<file path="src/sv/bmo_pkg.sv">
// Bicycle-model odometry: shared types, register codes, widths and constants.
// Used by bmo_div and bicycle_model_odometry; depends on nothing else.
package bmo_pkg;

   localparam int POS_FRAC_BITS = 12;
   localparam int CORDIC_STEPS  = 24;

   // shared divider: numerator and divisor widths
   localparam int DIV_NW = 60;
   localparam int DIV_DW = 42;
   localparam int DIV_CW = $clog2(DIV_NW);

   // CORDIC datapath width
   localparam int CRD_W = 34;

   localparam logic [DIV_DW-1:0] POS_DIV  = DIV_DW'(64'd1000000 << (24 - POS_FRAC_BITS));
   localparam logic [DIV_DW-1:0] HEAD_DIV = DIV_DW'(25132741);
   localparam logic signed [CRD_W-1:0] CORDIC_GAIN = CRD_W'(652032874);

   // register indexes
   localparam logic [2:0] CSR_STEER_RATIO   = 3'd0;
   localparam logic [2:0] CSR_WHEEL_BASE    = 3'd1;
   localparam logic [2:0] CSR_DEADBAND      = 3'd2;
   localparam logic [2:0] CSR_DEADBAND_VAL  = 3'd3;
   localparam logic [2:0] CSR_START_X       = 3'd4;
   localparam logic [2:0] CSR_START_Y       = 3'd5;
   localparam logic [2:0] CSR_START_HEADING = 3'd6;

   localparam logic [15:0]        RST_STEER_RATIO   = 16'd11008;
   localparam logic [15:0]        RST_WHEEL_BASE    = 16'd7229;
   localparam logic [17:0]        RST_DEADBAND      = 18'd2432;
   localparam logic signed [18:0] RST_DEADBAND_VAL  = -19'sd256;
   localparam logic signed [31:0] RST_START_X       = -32'sd7382;
   localparam logic signed [31:0] RST_START_Y       = -32'sd1105289;
   localparam logic [31:0]        RST_START_HEADING = 32'd0;

   typedef struct packed {
      logic signed [18:0] steer_angle;
      logic signed [15:0] speed_kmh;
      logic [19:0]        elapsed_time;
   } req_type;

   typedef struct packed {
      logic signed [31:0] pos_x;
      logic signed [31:0] pos_y;
      logic [31:0]        heading;
      logic signed [15:0] speed_mps;
      logic signed [15:0] yaw_rate;
   } rsp_type;

   // arctan(2^-i) as a binary angle, full turn 2^32
   function automatic logic [29:0] atan_entry(input logic [4:0] idx);
      logic [29:0] r;
      case (idx)
         5'd0:  r = 30'd536870912;
         5'd1:  r = 30'd316933406;
         5'd2:  r = 30'd167458907;
         5'd3:  r = 30'd85004756;
         5'd4:  r = 30'd42667331;
         5'd5:  r = 30'd21354465;
         5'd6:  r = 30'd10679838;
         5'd7:  r = 30'd5340245;
         5'd8:  r = 30'd2670163;
         5'd9:  r = 30'd1335087;
         5'd10: r = 30'd667544;
         5'd11: r = 30'd333772;
         5'd12: r = 30'd166886;
         5'd13: r = 30'd83443;
         5'd14: r = 30'd41722;
         5'd15: r = 30'd20861;
         5'd16: r = 30'd10430;
         5'd17: r = 30'd5215;
         5'd18: r = 30'd2608;
         5'd19: r = 30'd1304;
         5'd20: r = 30'd652;
         5'd21: r = 30'd326;
         5'd22: r = 30'd163;
         5'd23: r = 30'd81;
         5'd24: r = 30'd41;
         5'd25: r = 30'd20;
         5'd26: r = 30'd10;
         5'd27: r = 30'd5;
         5'd28: r = 30'd3;
         5'd29: r = 30'd1;
         5'd30: r = 30'd1;
         default: r = 30'd0;
      endcase
      return r;
   endfunction

endpackage

</file>
<file path="src/sv/bmo_div.sv">
// Bicycle-model odometry: shared radix-2 restoring divider, one quotient bit a cycle.
// Depends on bmo_pkg for the operand widths.
module bmo_div (
   input  logic                        clock,
   input  logic                        reset,
   input  logic                        start,
   input  logic [bmo_pkg::DIV_NW-1:0]  numer,
   input  logic [bmo_pkg::DIV_DW-1:0]  denom,
   output logic                        done,
   output logic [bmo_pkg::DIV_NW-1:0]  quot
);

   logic [bmo_pkg::DIV_NW-1:0] n_ff, n_in;
   logic [bmo_pkg::DIV_DW-1:0] d_ff, d_in;
   logic [bmo_pkg::DIV_DW-1:0] rem_ff, rem_in;
   logic [bmo_pkg::DIV_CW-1:0] cnt_ff, cnt_in;
   logic                       busy_ff, busy_in;
   logic                       done_ff, done_in;
   logic [bmo_pkg::DIV_DW:0]   cand, diff;
   logic                       ge;

   always_comb begin
      cand = {rem_ff, n_ff[bmo_pkg::DIV_NW-1]};
      diff = cand - {1'b0, d_ff};
      ge   = (cand >= {1'b0, d_ff});
      n_in    = n_ff;
      d_in    = d_ff;
      rem_in  = rem_ff;
      cnt_in  = cnt_ff;
      busy_in = busy_ff;
      done_in = 1'b0;
      if (start) begin
         n_in    = numer;
         d_in    = denom;
         rem_in  = '0;
         cnt_in  = '0;
         busy_in = 1'b1;
      end else if (busy_ff) begin
         // quotient bits shift in behind the numerator
         n_in   = {n_ff[bmo_pkg::DIV_NW-2:0], ge};
         rem_in = ge ? diff[bmo_pkg::DIV_DW-1:0] : cand[bmo_pkg::DIV_DW-1:0];
         cnt_in = cnt_ff + 1'b1;
         if (cnt_ff == bmo_pkg::DIV_CW'(bmo_pkg::DIV_NW - 1)) begin
            busy_in = 1'b0;
            done_in = 1'b1;
         end
      end
   end

   always_ff @(posedge clock) begin
      if (reset) begin
         busy_ff <= 1'b0;
         done_ff <= 1'b0;
         cnt_ff  <= '0;
      end else begin
         busy_ff <= busy_in;
         done_ff <= done_in;
         cnt_ff  <= cnt_in;
      end
      n_ff   <= n_in;
      d_ff   <= d_in;
      rem_ff <= rem_in;
   end

   assign done = done_ff;
   assign quot = n_ff;

endmodule

</file>
<file path="config.mk">
export PLATFORM = sky130hd
export DESIGN_NAME = bmo_div
export DESIGN_NICKNAME = d
export VERILOG_FILES = /design/src/sv/bmo_pkg.sv /design/src/sv/bmo_div.sv
export SDC_FILE = /design/constraint.sdc
export NUM_CORES = 1
export LEC_CHECK = 0
export BUFFER_PORTS_ARGS = -buffer_cell sky130_fd_sc_hd__buf_2
export CAP_MARGIN = 10
export CORE_MARGIN = 4
export CORE_UTILIZATION = 51
export CTS_CLUSTER_SIZE = 40
export DETAILED_ROUTE_END_ITERATION = 6
export PLACE_DENSITY = 0.77
export SLEW_MARGIN = 20
export SYNTH_ARGS = -nofsm -noshare
export SYNTH_HDL_FRONTEND = slang
export SYNTH_SLANG_ARGS = --single-unit
</file>
<file path="constraint.sdc">
create_clock -name clock -period 3.4 [get_ports clock]
set_clock_uncertainty 0.2 [all_clocks]
set_input_delay 1.02 -clock clock [delete_from_list [all_inputs] [get_ports clock]]
set_output_delay 1.02 -clock clock [all_outputs]
set_load 0.01 [all_outputs]
</file>
# == Word-level counts from Yosys, hierarchy flattened ==
# Index checks and enable logic that the tools add are counted.
# word_totals
register_bits,152
latch_bits,0
mem_bits_rw,0
rom_bits,0
in_bits,105
out_inout_bits,61
elab_cells,21
n_memories,0
# classes
add_sub_neg,2
n_mul,0
div_mod_pow,0
order_cmp,1
eq_ne,1
n_shift,0
n_mux,7
bitwise,1
reduce_logical,3
# op_table
operator,n
60-bit two-way mux,2
43-bit by 42-bit >= comparator with 1-bit output,1
42-bit two-way mux,1
42-bit subtractor,1
"6-bit by 1-bit adder with 6-bit output, second input constant",1
"6-bit equality test, second input constant",1
1-bit two-way mux,4
3-bit OR reduction,1
2-bit nonzero test,1
2-bit OR reduction,1
1-bit inverter,1

# == Logic depth before layout (Yosys ltp) ==
# Gate-level depths: netlist (run 1).
# depth
depth_word,4
ltp_mapped,13
ltp_nobuf,13

# == Least setup slack after synthesis (run 1) ==
# Ideal clock, no wire load.
# synth_path
kind,reg2reg
from,"register n_ff, in the netlist quot[59]"
to,register rem_ff[40] in the netlist's numbering
setup_time_ps,129
t_arrival_ps,2962
required_time_ps,3071
slack_ps,109
stages_incl_launch_ff,14
path_buffers,0
synth_period_minus_slack_ps,3291
cell_sequence,edfxtp_1 inv_1 ha_1 inv_1 fa_1 a21o_1 a221oi_2 o211ai_1 a22o_1 a31oi_4 o21ai_1 and4_1 o311ai_1 nand3_1
# synth_between
elab_chain_len,2
word_cells_on_any_way,3
cone_classes,add/sub (1); order compare (1); mux (1)
# synth_lines
element,line_no,rtl
start: declaration,bmo_div.sv:13,"logic [bmo_pkg::DIV_NW-1:0] n_ff, n_in;"
start signal: assignment,bmo_div.sv:60,n_ff <= n_in;
42-bit subtractor or 43-bit by 42-bit >= comparator with 1-bit output (tied branches),"bmo_div.sv:24, bmo_div.sv:25",
42-bit two-way mux *,bmo_div.sv:41,rem_in = ge ? diff[bmo_pkg::DIV_DW-1:0] : cand[bmo_pkg::DIV_DW-1:0];
end signal: assignment,bmo_div.sv:62,rem_ff <= rem_in;
end: declaration,bmo_div.sv:15,"logic [bmo_pkg::DIV_DW-1:0] rem_ff, rem_in;"
# Every way passes the cells marked *; elsewhere a longest branch is shown, timed or not.
# A chain may end at the register's enable or synchronous reset.

# == Final worst setup path (run 1) ==
# Same ends and word-level chain as after synthesis.

==> results of run 1 <==
[power by group through the flow]
stage          sequential [mW]  combinational, mW  clock, mW
5_1_grt                   2.27               1.25       2.09
2_1_floorplan             2.30              0.747          0
4_1_cts                   2.25               1.11       2.01
3_5_place_dp              2.28               1.11          0
3_3_place_gp              2.28               1.09          0
6_report                  2.25               1.13       1.96
[final cells by class]
type / count / area, um2
Clock buffer: 18 / 429.2
Clock inverter: 14 / 175.2
Fill cell: 1393 / 6212
Inverter: 60 / 225.2
Multi-Input combinational cell: 567 / 4239
Sequential cell: 152 / 4065
Tap cell: 220 / 275.3
Timing Repair Buffer: 183 / 1021
[repair_timing]
| item | in CTS | in global routing |
|---|---|---|
| setup buffers | 0 | 2 |
| endpoints found under the setup margin | 0 | 21 |
| resized for setup | 0 | 11 |
[cells by family after synthesis]
kind of cell,Yosys count
buf+inv,101
xor+xnor,39
mux,96
compound gates,190
simple gates,198
flops,152
fa+ha+maj,44
[synth_stat cells (28+ instances only)]
master and instances:
a211oi_1 30, a21oi_1 39, clkbuf_1 28, dfxtp_1 50, edfxtp_1 102, ha_1 43, inv_1 60, mux2_2 61
mux2i_1 35, nand2_1 54, nor2_1 69, o21ai_0 28
[state kept, by name (all words and copies together) (netlist names)]
name,flops
busy_ff,1
cnt_ff,6
d_ff,42
done,1
quot,60
rem_ff,42
[worst max-delay path: cells and delay by family (launching register included)]
family                   cells  cell delay [ns]
AND/OR/NAND/NOR              2             0.33
AO/OA/AOI/OAI                7             1.54
adder cells (fa/ha/maj)      2             0.51
flip-flops                   1             0.39
buffers and inverters        2             0.13
[worst paths after layout]
kind,from,endpoint,cells past startpoint
max,quot[59]$_DFFE_PP_,rem_ff[40]$_SDFFE_PP0P_,13
min,rem_ff[40]$_SDFFE_PP0P_,rem_ff[40]$_SDFFE_PP0P_,2
max reg2reg,quot[59]$_DFFE_PP_,rem_ff[40]$_SDFFE_PP0P_,13
min reg2reg,rem_ff[40]$_SDFFE_PP0P_,rem_ff[40]$_SDFFE_PP0P_,2
[layer usage]
layer	vias to the layer above	global-route usage [%]	routed length [um]
met5	-	0	20
met4	2	7.488	476
met3	37	7.424	1529
met2	203	35.15	9793
met1	3236	27.15	8891
li1	3342	-	-
[per-stage QoR]
step	total power, mW	setup slack, ns	instance area (um2)	hold WS [ns]
floorplan	3.044	0.1087	8677	0.2501
global placement	3.370	0.1915	9767	0.2663
detailed placement	3.392	0.09818	9767	0.2747
CTS	5.370	0.07306	10370	0.2839
global route	5.609	0.02689	10430	0.3091
finish	5.339	0.1863	10430	0.2833
==> results.json, run 1 <==
{
  "status": "finished clean",
  "drv_cap": 0,
  "synth_top_area_cell": "edfxtp_1",
  "yosys_warnings": 0,
  "ys_top_cells_by_area": "edfxtp_1 (35%), dfxtp_1 (12%), mux2_2 (7.9%)",
  "gr-usage-all-layers_pct": 21.66,
  "fin_cells": 1214,
  "initial_core_util_pct": 52.14,
  "dp.cells": 1180,
  "critPathRequiredTime_ns": 3.52,
  "drtIter0Drc": 348,
  "cts_tree": "built",
  "synth_compound_area_share_pct": 15.78,
  "relSlewSlack_pct": 59.69,
  "clock_path_buffers": 2,
  "port_buffers": 165,
  "synth_area_per_cell_um2": 10.58,
  "layout.nets": 1130,
  "rrSetupSlack_ns": 0.19,
  "synth_top_family_by_area": "compound AO/OA/AOI/OAI gates",
  "gp_congestion": 0.8794,
  "grt_pass1_vias": 6902,
  "htree_levels": 4,
  "yosys.area_share.adder_pct": 6.431,
  "antenna_found_initial": 1,
  "area_growth_pct": 20.20,
  "power_leakage_nw": 4.372,
  "syn_area_um2": 8677,
  "grt_max_degree": 61,
  "detail_route.first_pass.iterations": 4,
  "row_count": 47,
  "final_common_cell": "buf_2",
  "finalCritPeriodShare_pct": 94.52,
  "ys_seq_area_share_pct": 46.83,
  "cts.sinks": 152,
  "ys_seq_elements": 152,
  "fin_crit_ns": 3.214,
  "hold_violations": 0,
  "synth_edf_count": 102,
  "grt_pass1_wl_um": 34030,
  "cts_buffers": 17,
  "slowest_delay_ns": 0.39,
  "drt-total-wl_um": 20710,
  "arrival_ns": 3.33,
  "path_clk_slew_ns": 0.07,
  "hold_path.class": "reg2reg",
  "wl_per_cell_um": 17.06,
  "die_area_um2": 19160,
  "synth_mux_area_share_pct": 11.95,
  "hold_buffers": 0,
  "antenna_cells": 0,
  "ioPinCount": 166,
  "comb_power_share_pct": 21.1,
  "yosysTopAreaCellShare_pct": 35.30,
  "final_core_util_pct": 62.67,
  "cpMaxStageDelayCell": "edfxtp_1",
  "ant_nets": 0,
  "p_switching_mw": 1.567,
  "max_freq_mhz": 311.2,
  "vias": 6820,
  "synth_cell_types": 68,
  "cp-start-kind": "flop",
  "path_common_cell": "inv_1",
  "yosys.area_share.simple_pct": 10.34,
  "crit_type": "reg2reg",
  "synthArstFlopShare_pct": 0,
  "cp_max_fo": 4,
  "critPathCaptureType": "flop",
  "drc": 0,
  "drv_slew": 0,
  "hpwl_um": 15150,
  "ir_drop_mv": 0.3740,
  "syn_inst": 820,
  "rsz0062_at_grt": "no",
  "synthFlopType": "edfxtp_1",
  "mostFrequentLayoutCells": "buf_2 (164), edfxtp_1 (102), nor2_1 (69), mux2_2 (61), inv_1 (59)",
  "layout-drive-gt1-share_pct": 30.38,
  "power.internal_mw": 3.772,
  "crit_chain": "inv_1 -> ha_1 -> inv_1 -> fa_2 -> a21o_1 -> a221oi_2 -> o211ai_1 -> a22o_2 -> a31oi_4 -> o21ai_1 -> and4_1 -> o311ai_2 -> nand3_1",
  "dieHeight_um": 138.4,
  "via_per_inst": 5.618,
  "sw_frac_of_total_pct": 29.35,
  "worst_pin_slew_ns": 0.6024,
  "grt.overflow.total": 0,
  "core_um2": 16640,
  "power_per_cell_area_nw_per_um2": 511.9,
  "finalSetupTns_ns": 0,
  "power_frac_seq_pct": 42.1,
  "cts-root-buf": "clkbuf_16",
  "die_w_um": 138.4,
  "synth_xor_area_share_pct": 3.937,
  "finalSetupViolCount": 0,
  "synth_fp_nets": 969,
  "p_clk_share_pct": 36.7,
  "clk-insertion-delay-late_ns": 0.44
}
Power figures use the tool's default switching activity.
==> run 2, diff against run 1 <==
Settings changed: BUFFER_PORTS_ARGS -buffer_cell sky130_fd_sc_hd__buf_2 to not set, CORE_UTILIZATION 51 to 55, DONT_BUFFER_PORTS set to 1, PLACE_DENSITY 0.77 to 0.73.
==> run 2 against run 1 <==
Compared with the run above: combinational power shrank 18%; power shrank 5.2%; cell count shrank 15%; maximum frequency shrank 1.2%; first-iteration DRC count grew 35%; clock power shrank 7%; utilization shrank 0.87 points; clock-buffer cell count is the same; cell area shrank 9.2%; flip-flop and latch count is the same; sequential power grew 2%; critical endpoint unchanged; highest routed layer unchanged.
==> results.json, run 2 (synthesis results as in run 1) <==
{
  "wl_per_cell_um": 19.35,
  "hpwl_um": 14370,
  "final_core_util_pct": 61.81,
  "clk-insertion-delay-late_ns": 0.43,
  "gp_congestion": 0.9469,
  "path_clk_slew_ns": 0.07,
  "htree_levels": 4,
  "cts.sinks": 152,
  "cts_buffers": 17,
  "finalCritPeriodShare_pct": 95.68,
  "placed_area_um2": 8877,
  "clock_path_buffers": 2,
  "power_per_cell_area_nw_per_um2": 534.7,
  "ant_nets": 0,
  "layout.nets": 959,
  "drv_slew": 0,
  "drv_cap": 0,
  "critPathCaptureType": "flop",
  "detail_route.first_pass.iterations": 5,
  "ir_drop_mv": 0.3726,
  "status": "finished clean",
  "relSlewSlack_pct": 54.05,
  "grt_pass1_wl_um": 32160,
  "port_buffers": 0,
  "crit_type": "reg2reg",
  "via_per_inst": 5.994,
  "cts_tree": "built",
  "final_common_cell": "edfxtp_1",
  "grt_pass1_vias": 6375,
  "cp-start-kind": "flop",
  "cts-root-buf": "clkbuf_16",
  "finalSetupViolCount": 0,
  "fin_crit_ns": 3.253,
  "fill_cells": 1281,
  "vias": 6198,
  "core_um2": 15310,
  "cp_max_fo": 3,
  "critPathRequiredTime_ns": 3.52,
  "die_area_um2": 17850,
  "drtIter0Drc": 469,
  "largest_register_ffs": 60,
  "grt.overflow.total": 0,
  "gr-usage-all-layers_pct": 22.36,
  "mostFrequentLayoutCells": "edfxtp_1 (102), nor2_1 (69), mux2_2 (61), inv_1 (59), nand2_1 (54)",
  "grt_max_degree": 139,
  "hold_path.class": "reg2reg",
  "row_count": 45,
  "ioPinCount": 166,
  "die_w_um": 133.6,
  "power_leakage_nw": 3.666,
  "max_freq_mhz": 307.4,
  "post-route-cell-area_um2": 9465,
  "layout-drive-gt1-share_pct": 15.19,
  "drt-total-wl_um": 20010,
  "rsz0062_at_grt": "yes",
  "arrival_ns": 3.37,
  "antenna_cells": 0,
  "worst_pin_slew_ns": 0.6892,
  "initial_core_util_pct": 56.66,
  "drc": 0,
  "antenna_found_initial": 1,
  "p_total_mw": 5.061,
  "hold_buffers": 0,
  "hold_violations": 0,
  "area_growth_pct": 9.084,
  "dieHeight_um": 133.6
}
[run 2: cell types whose count changed in the layout (fill, tap and decap cells not counted), moves of 2 or more]
cell | previous run | this run
o21ai_1 | 3 | 1
buf_2 | 164 | 0
clkinv_2 | 0 | 2
inv_8 | 4 | 2
buf_4 | 14 | 9
[run 2: repair_timing]
action	CTS	global route
resized for setup	0	2
setup endpoints to repair	0	2
buffers inserted	0	1
[run 2: stage by stage]
stage / setup TNS [ns] / hold WS [ns] / worst slack, ns / cells
floorplan: 0 / 0.2501 / 0.1087 / 820
global placement: 0 / 0.2653 / 0.2186 / 1001
detailed placement: 0 / 0.2713 / 0.1239 / 1001
CTS: 0 / 0.2828 / 0.08888 / 1033
global route: -0.008288 / 0.3110 / -0.008288 / 1034
finish: 0 / 0.2819 / 0.1470 / 1034
[run 2: path summary, 6_finish.rpt]
check                           from                 endpoint  slack (ns)  cells after the start
min          rem_ff[21]$_SDFFE_PP0P_  rem_ff[21]$_SDFFE_PP0P_        0.28                      2
max               quot[59]$_DFFE_PP_  rem_ff[40]$_SDFFE_PP0P_        0.15                     13
max reg2reg       quot[59]$_DFFE_PP_  rem_ff[40]$_SDFFE_PP0P_        0.15                     13
min reg2reg  rem_ff[21]$_SDFFE_PP0P_  rem_ff[21]$_SDFFE_PP0P_        0.28                      2
[run 2: worst max-delay path, stage by stage, from the launching register on]
cell and delay, ns:
edfxtp_1 0.39, inv_1 0.07, ha_1 0.16, inv_1 0.05
fa_1 0.40, a21o_1 0.22, a221oi_2 0.28, o211ai_1 0.12
a22o_1 0.29, a31oi_4 0.21, o21ai_2 0.12, and4_1 0.25
o311ai_2 0.28, nand3_1 0.10
[run 2: report_power, final]
group          internal, mW  leakage (nW)  total (mW)  switching [mW]
clock                  1.03         0.280        1.83           0.803
combinational         0.402          1.96       0.931           0.529
sequential             2.16          1.42        2.30           0.140
[run 2: per-layer routing]
layer	vias to the layer above	wire length (um)	track usage (%)	share of wire, %
met2	221	9536	36.77	48
met5	-	13	0	0.065
met4	2	472	8.457	2.4
met3	42	1756	8.988	8.8
met1	2948	8232	26.45	41
li1	2985	-	-	-
[run 2: layout make-up]
type                            instances  area (um2)  area share, %
Multi-Input combinational cell        567        4214          44.52
Clock inverter                         14       140.1          1.480
Tap cell                              211       264.0          2.789
Clock buffer                           18       429.2          4.534
Inverter                               60       225.2          2.379
Timing Repair Buffer                   12       127.6          1.348
Sequential cell                       152        4065          42.95
==> run 3, diff against run 2 <==
Settings changed: GPL_TIMING_DRIVEN set to 0.
==> run 3 against run 2 <==
Compared with the run above: cell area grew 1.9%; register-to-register slack lost 0.14 ns; clock power is essentially flat; hold slack gained 0.0086 ns; critical path type unchanged; global-route usage grew 1.6 points; sequential power is essentially flat; clock-buffer cell count is the same; wire length grew 7.5%; utilization grew 1.2 points; flip-flop and latch count is the same; combinational power grew 5.9%; power grew 1.3%.
==> results.json, run 3 (synthesis results as in run 1) <==
{
  "status": "finished clean",
  "cpMaxStageDelayCell": "edfxtp_1",
  "critPathCaptureType": "flop",
  "layout-drive-gt1-share_pct": 16.12,
  "max_freq_mhz": 294.7,
  "hold_violations": 0,
  "worst_pin_slew_ns": 0.7137,
  "crit_chain": "inv_1 -> ha_2 -> inv_2 -> fa_2 -> a21o_1 -> a221oi_4 -> o211ai_1 -> a22o_1 -> a31oi_4 -> o21ai_2 -> and4_1 -> o311ai_2 -> nand3_1",
  "cp_max_fo": 3,
  "final_core_util_pct": 63.00,
  "min_delay_worst_endpoint": "rem_ff[24]$_SDFFE_PP0P_",
  "drc": 0,
  "hpwl_um": 15740,
  "sw_frac_of_total_pct": 29.89,
  "r2r_cells": 13,
  "gp_congestion": 0.9743,
  "wl_per_cell_um": 20.16,
  "area_growth_pct": 11.19,
  "initial_core_util_pct": 56.66,
  "crit_type": "reg2reg",
  "mostFrequentLayoutCells": "edfxtp_1 (102), nor2_1 (69), mux2_2 (61), inv_1 (58), nand2_1 (54)",
  "row_count": 45,
  "worst-path-buf-inv": 2,
  "drt-total-wl_um": 21510,
  "clk-insertion-delay-late_ns": 0.43,
  "cts.sinks": 152,
  "port_buffers": 0,
  "finalSetupViolCount": 0,
  "ioPinCount": 166,
  "cp-start-kind": "flop",
  "cts_tree": "built",
  "critPathRequiredTime_ns": 3.51,
  "r2r-start": "quot[59]$_DFFE_PP_",
  "power_frac_seq_pct": 44.9,
  "path_clk_slew_ns": 0.06,
  "antenna_found_initial": 0,
  "drv_cap": 0,
  "min_delay_path_depth": 2,
  "detail_route.first_pass.iterations": 5,
  "rrSetupSlack_ns": 0.006,
  "via_per_inst": 5.978,
  "p_clk_share_pct": 35.8,
  "grt_max_degree": 49,
  "layout.nets": 992,
  "hold_path.startpoint": "rem_ff[24]$_SDFFE_PP0P_",
  "largest_register_ffs": 60,
  "relSlewSlack_pct": 52.42,
  "grt_pass1_vias": 6467,
  "finalCritPeriodShare_pct": 99.82,
  "core_um2": 15310,
  "fill_cells": 1265,
  "arrival_ns": 3.50,
  "slowest_delay_ns": 0.50,
  "comb_power_share_pct": 19.2,
  "grt_pass1_wl_um": 33890,
  "rsz0062_at_grt": "yes",
  "p_total_mw": 5.128,
  "power_per_cell_area_nw_per_um2": 531.6,
  "cts-root-buf": "clkbuf_16",
  "die_w_um": 133.6,
  "drv_slew": 0,
  "path_delay_family": "compound AO/OA/AOI/OAI gates",
  "hold_path.class": "reg2reg",
  "htree_levels": 4,
  "r2r-end": "rem_ff[40]$_SDFFE_PP0P_",
  "dieHeight_um": 133.6,
  "p_switching_mw": 1.533,
  "final_common_cell": "edfxtp_1",
  "antenna_cells": 0,
  "ir_drop_mv": 0.3849,
  "clock_path_buffers": 2,
  "die_area_um2": 17850,
  "drtIter0Drc": 467,
  "gr-usage-all-layers_pct": 23.97,
  "fin_crit_ns": 3.394,
  "power_leakage_nw": 3.717,
  "grt.overflow.total": 0,
  "power.internal_mw": 3.596,
  "ant_nets": 0,
  "vias": 6378,
  "cts_buffers": 17
}
## run 3: timing repair
| item | CTS | global route |
|---|---|---|
| hold buffers | 0 | 0 |
| buffers inserted | 2 | 2 |
| pin swaps | 5 | 7 |
| gates resized for setup | 5 | 19 |
| endpoints found under the setup margin | 8 | 41 |
| hold endpoints to repair | 0 | 0 |
## run 3: per-layer routing
| layer | track usage (%) | share of wire [%] |
|---|---|---|
| met1 | 29.76 | 43 |
| met2 | 38.77 | 47 |
| met3 | 8.459 | 8.0 |
| met4 | 8.800 | 2.3 |
| met5 | 0 | 0 |
## run 3: worst max path at each step
stage | start | endpoint | slack [ns] | cells after the start
after floorplan | quot[59]$_DFFE_PP_ | rem_ff[40]$_SDFFE_PP0P_ | 0.11 | 13
after global placement | quot[59]$_DFFE_PP_ | rem_ff[40]$_SDFFE_PP0P_ | -0.42 | 13
after detailed placement | quot[59]$_DFFE_PP_ | rem_ff[40]$_SDFFE_PP0P_ | -0.43 | 13
after CTS | quot[59]$_DFFE_PP_ | rem_ff[40]$_SDFFE_PP0P_ | 0.01 | 13
after global routing | quot[59]$_DFFE_PP_ | rem_ff[28]$_SDFFE_PP0P_ | -0.08 | 14
final | quot[59]$_DFFE_PP_ | rem_ff[40]$_SDFFE_PP0P_ | 0.006 | 13
## run 3: power groups by stage
stage	Combinational, mW	Sequential [mW]	Clock, mW
global route	1.09	2.32	1.96
detailed placement	0.935	2.34	0
finish	0.986	2.30	1.84
CTS	0.954	2.31	1.86
global placement	0.907	2.34	0
floorplan	0.747	2.30	0
## run 3: final cells by class
cell class                      instances  area [um2]  area share (%)
Clock inverter                         14       136.4           1.414
Sequential cell                       152        4064           42.12
Buffer                                 40       187.7           1.945
Tap cell                              211       264.0           2.736
Multi-Input combinational cell        567        4284           44.40
Inverter                               60       225.2           2.334
Clock buffer                           18       429.2           4.448
Timing Repair Buffer                    5       57.56          0.5966
## run 3: through the flow
stage	setup slack (ns)	TNS [ns]	area, um2	hold WS, ns	std cells
detailed placement	-0.4252	-1.265	8961	0.2813	1032
global placement	-0.4154	-25.46	8941	0.2692	1031
finish	0.006192	0	9648	0.2904	1067
global route	-0.08443	-0.4046	9648	0.3166	1067
floorplan	0.1087	0	8677	0.2501	820
CTS	0.01052	0	9570	0.2904	1066
## run 3: tightest hold or removal path, stage by stage, from the launching register on
cell and delay, ns:
dfxtp_1 0.33, nand2_1 0.06, o21ai_0 0.06
